$ cat src/assert_macros.svh
`ifndef ASSERT_MACROS_SVH
`define ASSERT_MACROS_SVH

// Property that must hold at every clock edge outside reset.
`define SGOG_ASSERT(lbl, prop, msg) \
  lbl: assert property (@(posedge clk_i) disable iff (!rst_ni) (prop)) else $error(msg);

// Same-cycle implication.
`define SGOG_ASSERT_IMP(lbl, ante, cons, msg) \
  lbl: assert property (@(posedge clk_i) disable iff (!rst_ni) (ante) |-> (cons)) \
    else $error(msg);

// Next-cycle implication.
`define SGOG_ASSERT_NXT(lbl, ante, cons, msg) \
  lbl: assert property (@(posedge clk_i) disable iff (!rst_ni) (ante) |=> (cons)) \
    else $error(msg);

`endif

$ cat src/sgog_pkg.sv
`timescale 1ns / 1ps

package sgog_pkg;

  localparam int unsigned MaxDims    = 4;
  localparam int unsigned SizeBits   = 16;
  localparam int unsigned StrideBits = 32;
  localparam int unsigned OfsBits    = 48;
  // Accumulator holds the sum of up to five offset terms without wrapping.
  localparam int unsigned AccBits    = OfsBits + 3;

  // Configuration register indexes.
  localparam logic [2:0] CfgNumDims    = 3'd0;
  localparam logic [2:0] CfgSelectDim  = 3'd1;
  localparam logic [2:0] CfgDimSizes   = 3'd2;
  localparam logic [2:0] CfgSrcStrLow  = 3'd3;
  localparam logic [2:0] CfgSrcStrHigh = 3'd4;
  localparam logic [2:0] CfgDstStrLow  = 3'd5;
  localparam logic [2:0] CfgDstStrHigh = 3'd6;

  // Work carried from cell to cell along the chain.
  typedef struct packed {
    logic [SizeBits-1:0] rem;    // partial remainder, later the coordinate
    logic [OfsBits-1:0]  work;   // dividend bits in, quotient bits out
    logic [AccBits-1:0]  acc_s;  // source offset so far
    logic [AccBits-1:0]  acc_d;  // destination offset so far
  } item_t;

endpackage

$ cat src/sgog_term_cell.sv
`timescale 1ns / 1ps

// Adds the coordinate found by the division cells, times its strides, to
// both offsets and clears the remainder for the next dimension.
module sgog_term_cell (
  input  logic                            clk_i,
  input  logic                            rst_ni,
  input  logic                            en_i,
  input  logic [sgog_pkg::StrideBits-1:0] src_stride_i,
  input  logic [sgog_pkg::StrideBits-1:0] dst_stride_i,
  input  logic                            valid_i,
  input  sgog_pkg::item_t                 item_i,
  output logic                            valid_o,
  output sgog_pkg::item_t                 item_o
);

  logic            v_q;
  sgog_pkg::item_t item_q, item_d;
  logic [sgog_pkg::OfsBits-1:0] prod_s, prod_d;

  // A 16-bit coordinate times a 32-bit stride always fits in 48 bits.
  always_comb begin
    prod_s = sgog_pkg::OfsBits'(item_i.rem) * sgog_pkg::OfsBits'(src_stride_i);
    prod_d = sgog_pkg::OfsBits'(item_i.rem) * sgog_pkg::OfsBits'(dst_stride_i);
    item_d       = item_i;
    item_d.rem   = '0;
    item_d.acc_s = item_i.acc_s + sgog_pkg::AccBits'(prod_s);
    item_d.acc_d = item_i.acc_d + sgog_pkg::AccBits'(prod_d);
  end

  always_ff @(posedge clk_i or negedge rst_ni) begin
    if (!rst_ni) begin
      v_q <= 1'b0;
    end else if (en_i) begin
      v_q <= valid_i;
    end
  end

  always_ff @(posedge clk_i) begin
    if (en_i) begin
      item_q <= item_d;
    end
  end

  assign valid_o = v_q;
  assign item_o  = item_q;

endmodule

$ cat config.mk
export PLATFORM = sky130hd
export DESIGN_NAME = sgog_term_cell
export DESIGN_NICKNAME = d
export VERILOG_FILES = /design/src/assert_macros.svh /design/src/sgog_pkg.sv /design/src/sgog_term_cell.sv
export SDC_FILE = /design/constraint.sdc
export NUM_CORES = 2
export LEC_CHECK = 0
export BUFFER_PORTS_ARGS = -buffer_cell sky130_fd_sc_hd__buf_2
export CELL_PAD_IN_SITES_DETAIL_PLACEMENT = 2
export CELL_PAD_IN_SITES_GLOBAL_PLACEMENT = 2
export CORE_ASPECT_RATIO = 1.1
export CORE_MARGIN = 2
export CORE_UTILIZATION = 28
export CTS_BUF_LIST = sky130_fd_sc_hd__clkbuf_2
export CTS_CLUSTER_SIZE = 16
export DETAILED_ROUTE_END_ITERATION = 6
export PLACE_DENSITY_LB_ADDON = 0.2
export SLEW_MARGIN = 20
export SYNTH_ARGS = -nofsm -noshare
export SYNTH_HDL_FRONTEND = slang
export SYNTH_SLANG_ARGS = --single-unit
$ cat constraint.sdc
create_clock -name clk_i -period 2.1 [get_ports clk_i]
set_clock_uncertainty 0.2 [all_clocks]
set_input_delay 0 -clock clk_i [delete_from_list [all_inputs] [get_ports clk_i]]
set_output_delay 0 -clock clk_i [all_outputs]
set_load 0.01 [all_outputs]
==> run_results.csv <==
group,metric,value,unit
outcome,outcome,"complete, but fails checks",
outcome,failed_checks,"negative hold slack, negative setup slack",
synthesis,synthTopCellsByArea,"fa_1 (46%), inv_1 (11%), edfxtp_1 (11%)",
sta,slew_headroom,0.241,
clocking,ctsHoldBuffers,199,
grt,grt_max_degree,42,
detailed_routing,wirelength,151000,um
worst_setup_path,crit_type,"primary input to flip-flop",
synthesis,synth_most_common_cell,"inv_1",
detailed_routing,drc_errors,0,
place,dp_hpwl,119000,um
sta,fmax,202,MHz
synthesis,synth_top_area_cell,"fa_1",
floorplanning,die_height,403,um
sta,maxSlewViolCount,0,
detailed_routing,vias_per_cell,4.43,
layout,area_delta_synth_final,39.6,%
clocking,numClockSinks,151,
synthesis,yosysUniqueCellTypes,60,
synthesis,ys_seq_elements,151,
worst_setup_path,crit_chain,"buf_12 > buf_12 > buf_12 > buf_4 > and2_1 > fa_1 > fa_2 > fa_2 > fa_2 > fa_1 > inv_1 > fa_1 > inv_1 > ha_4 > buf_6 > nand4_1 > or4_4 > o21ai_4 > a31oi_4 > buf_4 > o21ai_2 > a21boi_1 > xnor2_1",
floorplanning,core-area,144000,um^2
layout,num-nets-final,7013,
min_path,holdPathStages,6,
floorplanning,num_rows,146,
worst_setup_path,path_buf_inv,8,
synthesis,ys_warn_count,0,
sta,min_period,4960,ps
synthesis,syn_inst,4433,
sta,fin_hold_ws,-629,ps
synthesis,async_flop_share,0.00662,
place,pre_cts_slack,-4630,ps
layout,fin_util,0.394,
layout,final_cells,7548,
worst_setup_path,cp_num_cells,23,
synthesis,postSynthAreaPerCell,9.15,um^2
synthesis,seq_area_frac_synth,0.112,
clocking,clk_pin_slew,350,ps
detailed_routing,vias,33421,
clocking,clk_root_buffer_cell,"clkbuf_2",
sta,rsz0062_at_grt,"yes",
min_path,holdPathEnd,"item_o[41]",
synthesis,synth_edf_count,150,
worst_setup_path,reg2reg_depth,2,
worst_setup_path,crit_fanout,4,
sta,tightest_slew,1140,ps
floorplanning,die_x,367,um
worst_setup_path,worstSetupStartpointType,"primary input",
worst_setup_path,r2r_end,"valid_o",
detailed_routing,wl_per_cell,20.0,um
worst_setup_path,r2r-start,"valid_o",
grt,grt_pass1_vias,40718,
detailed_routing,dr.pass1.iters,4,
place,gp_congestion,0.813,
min_path,worstHoldStart,"item_i[41]",
floorplanning,fp.dieArea,148000,um^2
worst_setup_path,required,3050,ps
grt,grt_pass1_wl,233000,um
worst_setup_path,end_kind,"flip-flop",
floorplanning,initial_core_util,0.282,
clocking,insertion_delay,1280,ps
grt,antenna_found_initial,16,
worst_setup_path,critPathTopFamily,"adder cells",
min_path,hp-class,"primary input to flip-flop",
clocking,cts_tree,"built",
synthesis,synth_top_cell_area_share,0.460,
grt,track_usage,0.209,
synthesis,netlist_area,40600,um^2
sta,layout_setup_ws,-2860,ps
layout,drive_gt1_frac,0.296,
sta,hold_violations,47,
synthesis,netlist_top_cells_count,"inv_1 (1228), fa_1 (932), nand2_1 (670)",
place,portBuffers,384,
sta,tns,-209220,ps
clocking,ctsHtreeMaxLevel,4,
clocking,cts_buffer_depth,2,
grt,overflow,0,
worst_setup_path,max_stage_delay,620,ps
sta,finalSetupViolations,168,
clocking,cts_made_buffers,17,
worst_setup_path,r2r_slack,570,ps
synthesis,synthFlopType,"edfxtp_1",
worst_setup_path,cp.arrival,5910,ps
detailed_routing,final_antenna_net_count,0,
worst_setup_path,critPathSlowestCell,"fa_2",
place,placedCellCount,7157,
floorplanning,num_io_pins,401,
sta,min_period_over_period,2.36,
flow_run,cap_violations,0,
detailed_routing,drtIter0Drc,885,
layout by cell type, fill, tap and decap left out, drive strengths merged, types with 53 or more instances in the layout:
cell type,n
a21oi,100
edfxtp,150
nor2,53
dlygate4sd3,196
xnor2,53
inv,1236
buf,1141
fa,932
and2,423
nand2,672
a21o,64
ha,250
how the worst max path moves through the flow:
stage               slack (ps)     endpoint         from
global placement         -4470   item_o[43]  item_i[154]
finish                   -2860   item_o[42]  item_i[164]
floorplan                -3800   item_o[45]  item_i[154]
global route             -2850   item_o[46]  item_i[154]
CTS                      -2630  item_o[100]  item_i[162]
detailed placement       -4630   item_o[43]  item_i[154]
cell families (layout without fill, tap and decap cells):
| kind of cell | count (synthesis) | count (layout) | synth area share |
|---|---|---|---|
| AND/OR/NAND/NOR | 1257 | 1257 | 0.148 |
| adder cells (fa/ha/maj) | 1182 | 1182 | 0.537 |
| AO/OA/AOI/OAI | 306 | 306 | 0.0483 |
| XOR/XNOR | 86 | 86 | 0.0186 |
| flip-flops | 151 | 151 | 0.112 |
| buffers and inverters | 1448 | 2610 | 0.136 |
| multiplexers | 2 | 2 | 0.000555 |
| other | 1 | 30 | 0.0000924 |
state kept, by name (all words and copies together) (netlist names):
| signal | cells |
|---|---|
| item_o | 150 |
| valid_o | 1 |
layout make-up:
class | instances | area (um^2)
Antenna cell | 14 | 35.0
Tap cell | 1924 | 2410
Sequential cell | 151 | 4530
Clock inverter | 15 | 198
Timing Repair Buffer | 1350 | 11600
Clock buffer | 17 | 85.1
Inverter | 1228 | 4610
Fill cell | 15809 | 87300
Multi-Input combinational cell | 2849 | 33200
layer usage:
layer / GRT usage / vias up / part of all wire
met5: 0 / - / 0.00068
met1: 0.239 / 17711 / 0.40
met2: 0.404 / 419 / 0.56
li1: - / 15153 / -
met3: 0.0303 / 120 / 0.033
met4: 0.0471 / 18 / 0.016
timing repair:
item,4_1_cts,5_1_grt
gates resized for setup,534,161
endpoints found under the hold margin,265,47
gates cloned,21,4
endpoints found under the setup margin,245,249
pin swaps,226,102
buffers inserted,99,36
tightest hold or removal path, stage by stage:
cell and delay [ps]:
buf_2 100, fa_1 170, ha_1 120, ha_1 180, buf_4 150, xor2_1 60
metrics by stage:
step	hold WS (ps)	instance area, um^2
2_1_floorplan	-496	42200
3_3_place_gp	-425	49900
3_5_place_dp	-423	49900
4_1_cts	-896	55700
5_1_grt	-786	56600
6_report	-629	56700
Power is left out: the tool's default activity adds up to more than one toggle a clock period on the data nets, which glitch-free logic cannot reach.
