===== src/assert_macros.svh =====
`ifndef ASSERT_MACROS_SVH
`define ASSERT_MACROS_SVH

// Property that must hold at every clock edge outside reset.
`define SGOG_ASSERT(lbl, prop, msg) \
  lbl: assert property (@(posedge clk_i) disable iff (!rst_ni) (prop)) else $error(msg);

// Same-cycle implication.
`define SGOG_ASSERT_IMP(lbl, ante, cons, msg) \
  lbl: assert property (@(posedge clk_i) disable iff (!rst_ni) (ante) |-> (cons)) \
    else $error(msg);

// Next-cycle implication.
`define SGOG_ASSERT_NXT(lbl, ante, cons, msg) \
  lbl: assert property (@(posedge clk_i) disable iff (!rst_ni) (ante) |=> (cons)) \
    else $error(msg);

`endif


===== src/sgog_pkg.sv =====
`timescale 1ns / 1ps

package sgog_pkg;

  localparam int unsigned MaxDims    = 4;
  localparam int unsigned SizeBits   = 16;
  localparam int unsigned StrideBits = 32;
  localparam int unsigned OfsBits    = 48;
  // Accumulator holds the sum of up to five offset terms without wrapping.
  localparam int unsigned AccBits    = OfsBits + 3;

  // Configuration register indexes.
  localparam logic [2:0] CfgNumDims    = 3'd0;
  localparam logic [2:0] CfgSelectDim  = 3'd1;
  localparam logic [2:0] CfgDimSizes   = 3'd2;
  localparam logic [2:0] CfgSrcStrLow  = 3'd3;
  localparam logic [2:0] CfgSrcStrHigh = 3'd4;
  localparam logic [2:0] CfgDstStrLow  = 3'd5;
  localparam logic [2:0] CfgDstStrHigh = 3'd6;

  // Work carried from cell to cell along the chain.
  typedef struct packed {
    logic [SizeBits-1:0] rem;    // partial remainder, later the coordinate
    logic [OfsBits-1:0]  work;   // dividend bits in, quotient bits out
    logic [AccBits-1:0]  acc_s;  // source offset so far
    logic [AccBits-1:0]  acc_d;  // destination offset so far
  } item_t;

endpackage


===== src/sgog_div_cell.sv =====
`timescale 1ns / 1ps

// One restoring division step: shifts in the next dividend bit, subtracts
// the divisor when it fits and shifts the quotient bit into the work word.
module sgog_div_cell (
  input  logic                           clk_i,
  input  logic                           rst_ni,
  input  logic                           en_i,
  input  logic [sgog_pkg::SizeBits-1:0]  divisor_i,
  input  logic                           valid_i,
  input  sgog_pkg::item_t                item_i,
  output logic                           valid_o,
  output sgog_pkg::item_t                item_o
);

  logic                          v_q;
  sgog_pkg::item_t               item_q, item_d;
  logic [sgog_pkg::SizeBits:0]   trial;
  logic [sgog_pkg::SizeBits:0]   diff;
  logic                          fits;

  // Trial subtraction of the divisor from the shifted remainder.
  always_comb begin
    trial  = {item_i.rem, item_i.work[sgog_pkg::OfsBits-1]};
    diff   = trial - {1'b0, divisor_i};
    fits   = (trial >= {1'b0, divisor_i});
    item_d = item_i;
    item_d.rem  = fits ? diff[sgog_pkg::SizeBits-1:0] : trial[sgog_pkg::SizeBits-1:0];
    item_d.work = {item_i.work[sgog_pkg::OfsBits-2:0], fits};
  end

  always_ff @(posedge clk_i or negedge rst_ni) begin
    if (!rst_ni) begin
      v_q <= 1'b0;
    end else if (en_i) begin
      v_q <= valid_i;
    end
  end

  always_ff @(posedge clk_i) begin
    if (en_i) begin
      item_q <= item_d;
    end
  end

  assign valid_o = v_q;
  assign item_o  = item_q;

endmodule


===== config.mk =====
export PLATFORM = sky130hd
export DESIGN_NAME = sgog_div_cell
export DESIGN_NICKNAME = d
export VERILOG_FILES = /design/src/assert_macros.svh /design/src/sgog_pkg.sv /design/src/sgog_div_cell.sv
export SDC_FILE = /design/constraint.sdc
export NUM_CORES = 1
export LEC_CHECK = 0
export BUFFER_PORTS_ARGS = -buffer_cell sky130_fd_sc_hd__buf_2
export CORE_MARGIN = 8
export CORE_UTILIZATION = 35
export CTS_CLUSTER_DIAMETER = 30
export DETAILED_ROUTE_END_ITERATION = 6
export GPL_TIMING_DRIVEN = 0
export PLACE_DENSITY = 0.71
export SYNTH_ARGS = -nofsm -noshare
export SYNTH_HDL_FRONTEND = slang
export SYNTH_SLANG_ARGS = --single-unit
export TNS_END_PERCENT = 30

===== constraint.sdc =====
create_clock -name clk_i -period 0.8 [get_ports clk_i]
set_input_delay 0.08 -clock clk_i [delete_from_list [all_inputs] [get_ports clk_i]]
set_output_delay 0.08 -clock clk_i [all_outputs]
set_load 0.05 [all_outputs]

==> metrics.md <==
| Metric | Value |
|---|---|
| Row cnt | 48 |
| Post-synth top area share | 80.58% |
| Largest stage delay, worst path | 0.28 ns |
| Post-layout min period | 1.904 ns |
| Normalized max-slew margin | 69.07% |
| Data arrival time of the worst path | 2.07 ns |
| Number of routed nets with antenna violations | 0 |
| Violations in the final reports | hold timing, setup timing |
| Post-DR wirelength/cell | 23.42 um |
| Area added between synthesis and finish | 94.07% |
| Gr ovfl total | 0 |
| Critical Setup Path Class | in -> reg |
| Result of the run | finished, violations left |
| Share of synthesized area occupied by flip-flops and latches | 80.99% |
| Largest buffer count on any clock path | 2 |
| Setup Viol. Count Final | 201 |
| Vias | 5275 |
| Global Route Usage Sum | 22.73% |
| GP Congestion | 0.8357 |
| Synth Cell Area | 6186 sq um |
| Total core area | 17300 sq um |
| Power, Total | 26.49 mW |
| Effective utilization at floorplan | 35.76% |
| Number of antenna violations at the first check in global routing | 0 |
| Kind of end point of the critical path | flop |
| Number of global-route vias before repair | 5818 |
| Worst ir drop on vdd | 1.593 mV |
| Worst-path cell chain | buf_2 -> ha_2 -> a21o_1 -> a211o_1 -> a41o_1 -> a31oi_4 -> o21a_4 -> inv_4 -> buf_12 -> buf_8 -> mux2_4 |
| DRC Markers | 0 |
| Final Instance Area | 12010 sq um |
| Sum of negative setup slack | -60.70 ns |
| Clock slew at reported path FFs | 0.08 ns |
| Average footprint of a synthesized cell | 19.09 sq um |
| CTS root buffer | sky130_fd_sc_hd__clkbuf_16 |
| Highest net fanout along the worst path | 5 |
| Port buffer count | 352 |
| Worst EP required | 0.96 ns |
| Cell family with the largest share of critical-path delay | compound AO/OA/AOI/OAI gates |
| Drt via density | 4.744 |
| Distinct cell type count after synthesis | 44 |
| Detail Placement HPWL | 15570 um |
| RSZ-0062 raised after global routing | yes |
| # clock sinks | 167 |
| Classification of the worst-slack hold path | in -> reg |
| Number of instances in the synthesized netlist | 324 |
| Most used flip-flop cell after synthesis | sky130_fd_sc_hd__edfxtp_1 |
| Worst-case setup margin in the final layout | -1.104 ns |
| Count of max-cap constraint violations | 0 |
| Routed wire length | 26040 um |
| Cells taking the most area after synthesis | sky130_fd_sc_hd__edfxtp_1 81%, sky130_fd_sc_hd__ha_1 3.2%, sky130_fd_sc_hd__mux2_4 1.9%, sky130_fd_sc_hd__inv_1 1.5%, sky130_fd_sc_hd__xnor2_1 1.1% |
| Hold path cells | 2 |
| Critical Path Source Type | primary input |
| Most common library cells after synthesis | 166 x sky130_fd_sc_hd__edfxtp_1, 24 x sky130_fd_sc_hd__inv_1, 16 x sky130_fd_sc_hd__ha_1 |
| Level count of the clock H-tree | 4 |
| Share of flip-flops with an asynchronous set or reset | 0.5988% |
| Worst path depth | 11 |
| Crit path max-delay cell type | sky130_fd_sc_hd__a211o_1 |
| First-pass detailed-route iteration total | 4 |
| Boundary pin count | 353 |
| Instance count after placement with tap cells included | 902 |
| Worst hold slack across all endpoints | -0.02558 ns |
| Placed Instance Area | 8280 sq um |
| Number of register bits inferred by synthesis | 167 |
| Finished Layout Cells | 1112 |
| Fmax achieved | 525.3 MHz |
| Most frequent cell after synthesis | sky130_fd_sc_hd__edfxtp_1 |
| Net count reported at finish | 1078 |
| Ratio of final minimum period to clock period | 237.9% |
| First-pass GRT wire length | 37380 um |
| Static power due to leakage | 5.118 nW |
| Final slew viol count | 0 |
| Post-route clock skew | 0 ns |
| Drt initial violations | 374 |
| Total number of yosys warnings | 0 |
| Slew at the pin closest to its max-slew limit | 0.4639 ns |
| Horiz. Die Dim | 148.9 um |
| Syn nets | 527 |
| WP buf/inv | 4 |
| Final Hold Violating Endpoints | 1 |
| Area of the die | 22180 sq um |
| Die height | 148.9 um |
| Insertion delay to the later sink of the worst-skew pair | 0.42 ns |
| Count of antenna diodes in the layout | 0 |
| Cell depth of the worst flop-to-flop path | 1 |
| Power Dens Cells | 2206 nW/um^2 |
| Library cell with the largest summed area after synthesis | sky130_fd_sc_hd__edfxtp_1 |
| Post-synth EDFFs | 166 |
| Layout cells sized above 1 | 52.65% |
| Num CTS Buffers | 17 |
| TritonCTS clock tree | built |
| Maximum number of pins on one net before global-route repair | 86 |
==> registers in the layout, indices dropped and copies added (netlist names) <==
name	count
item_o	166
valid_o	1
==> layout make-up <==
type | count | area (sq um)
Clock inverter | 14 | 161.4
Tap cell | 225 | 281.5
Sequential cell | 167 | 5010
Clock buffer | 17 | 425.4
Fill cell | 1068 | 5291
Buffer | 1 | 20.02
Timing Repair Buffer | 537 | 4757
Inverter | 25 | 103.9
Multi-Input combinational cell | 126 | 1246
==> through the flow <==
stage          util (%)  setup WS [ns]
2_1_floorplan         -         -1.320
3_3_place_gp      47.68         -2.524
3_5_place_dp      47.87         -1.685
4_1_cts           68.11         -1.083
5_1_grt           69.41         -1.116
6_report          69.41         -1.104
==> what timing repair did <==
action,in CTS,in global routing
gates resized for setup,381,34
pin swaps,17,11
buffers inserted,19,10
hold endpoints to repair,160,8
hold buffers,153,3
endpoints found under the setup margin,269,264
==> routing by layer <==
| layer | global-route usage (%) | wire length (um) | up-vias |
|---|---|---|---|
| li1 | - | - | 2353 |
| met1 | 23.94 | 9225 | 2572 |
| met2 | 40.93 | 13870 | 299 |
| met3 | 6.523 | 1796 | 51 |
| met4 | 11.00 | 1146 | 0 |
| met5 | 0 | 0 | - |
==> cells in the final DEF, fill, tap and decap left out, types with 3 or more instances in the layout <==
master	instances
sky130_fd_sc_hd__buf_6	180
sky130_fd_sc_hd__buf_2	172
sky130_fd_sc_hd__edfxtp_1	166
sky130_fd_sc_hd__dlygate4sd3_1	156
sky130_fd_sc_hd__buf_4	21
sky130_fd_sc_hd__inv_1	18
sky130_fd_sc_hd__clkbuf_16	17
sky130_fd_sc_hd__nand2_1	12
sky130_fd_sc_hd__ha_4	9
sky130_fd_sc_hd__nor2_1	8
sky130_fd_sc_hd__xnor2_1	8
sky130_fd_sc_hd__mux2_4	8
sky130_fd_sc_hd__a21oi_1	7
sky130_fd_sc_hd__inv_8	6
sky130_fd_sc_hd__mux2_2	5
sky130_fd_sc_hd__o21ai_0	5
sky130_fd_sc_hd__ha_2	5
sky130_fd_sc_hd__buf_8	5
sky130_fd_sc_hd__inv_2	4
sky130_fd_sc_hd__xor2_1	4
sky130_fd_sc_hd__clkinvlp_4	4
sky130_fd_sc_hd__o21ai_2	3
sky130_fd_sc_hd__a21o_1	3
sky130_fd_sc_hd__a21oi_2	3
sky130_fd_sc_hd__nand4_1	3
sky130_fd_sc_hd__mux2i_1	3
==> cell families after synthesis <==
| logic type | Yosys count | synth area share (%) |
|---|---|---|
| DFF | 167 | 80.99 |
| buffers and inverters | 31 | 2.306 |
| xor gates and xnor gates | 12 | 1.699 |
| adders and majority gates | 17 | 3.560 |
| muxes | 16 | 3.337 |
| and+or+nand+nor | 36 | 2.832 |
| AOI/OAI and AO/OA | 45 | 5.279 |
==> path summary, 6_finish.rpt <==
| path | startpoint | endpoint | slack (ns) |
|---|---|---|---|
| max | item_i[162] | item_o[161] | -1.10 |
| min reg2reg | valid_o | valid_o | 0.54 |
| max in group asynchronous | rst_ni | valid_o | 0.20 |
| max reg2reg | valid_o | valid_o | 0.04 |
| min in group asynchronous | rst_ni | valid_o | 0.49 |
| min | item_i[156] | item_o[157] | -0.03 |
==> where the power goes <==
part / internal, mW / switching (mW)
registers: 10.5 / 0.407
logic: 3.02 / 4.28
clock network: 4.44 / 3.81
Note: power is estimated with default switching activity, not from simulation.
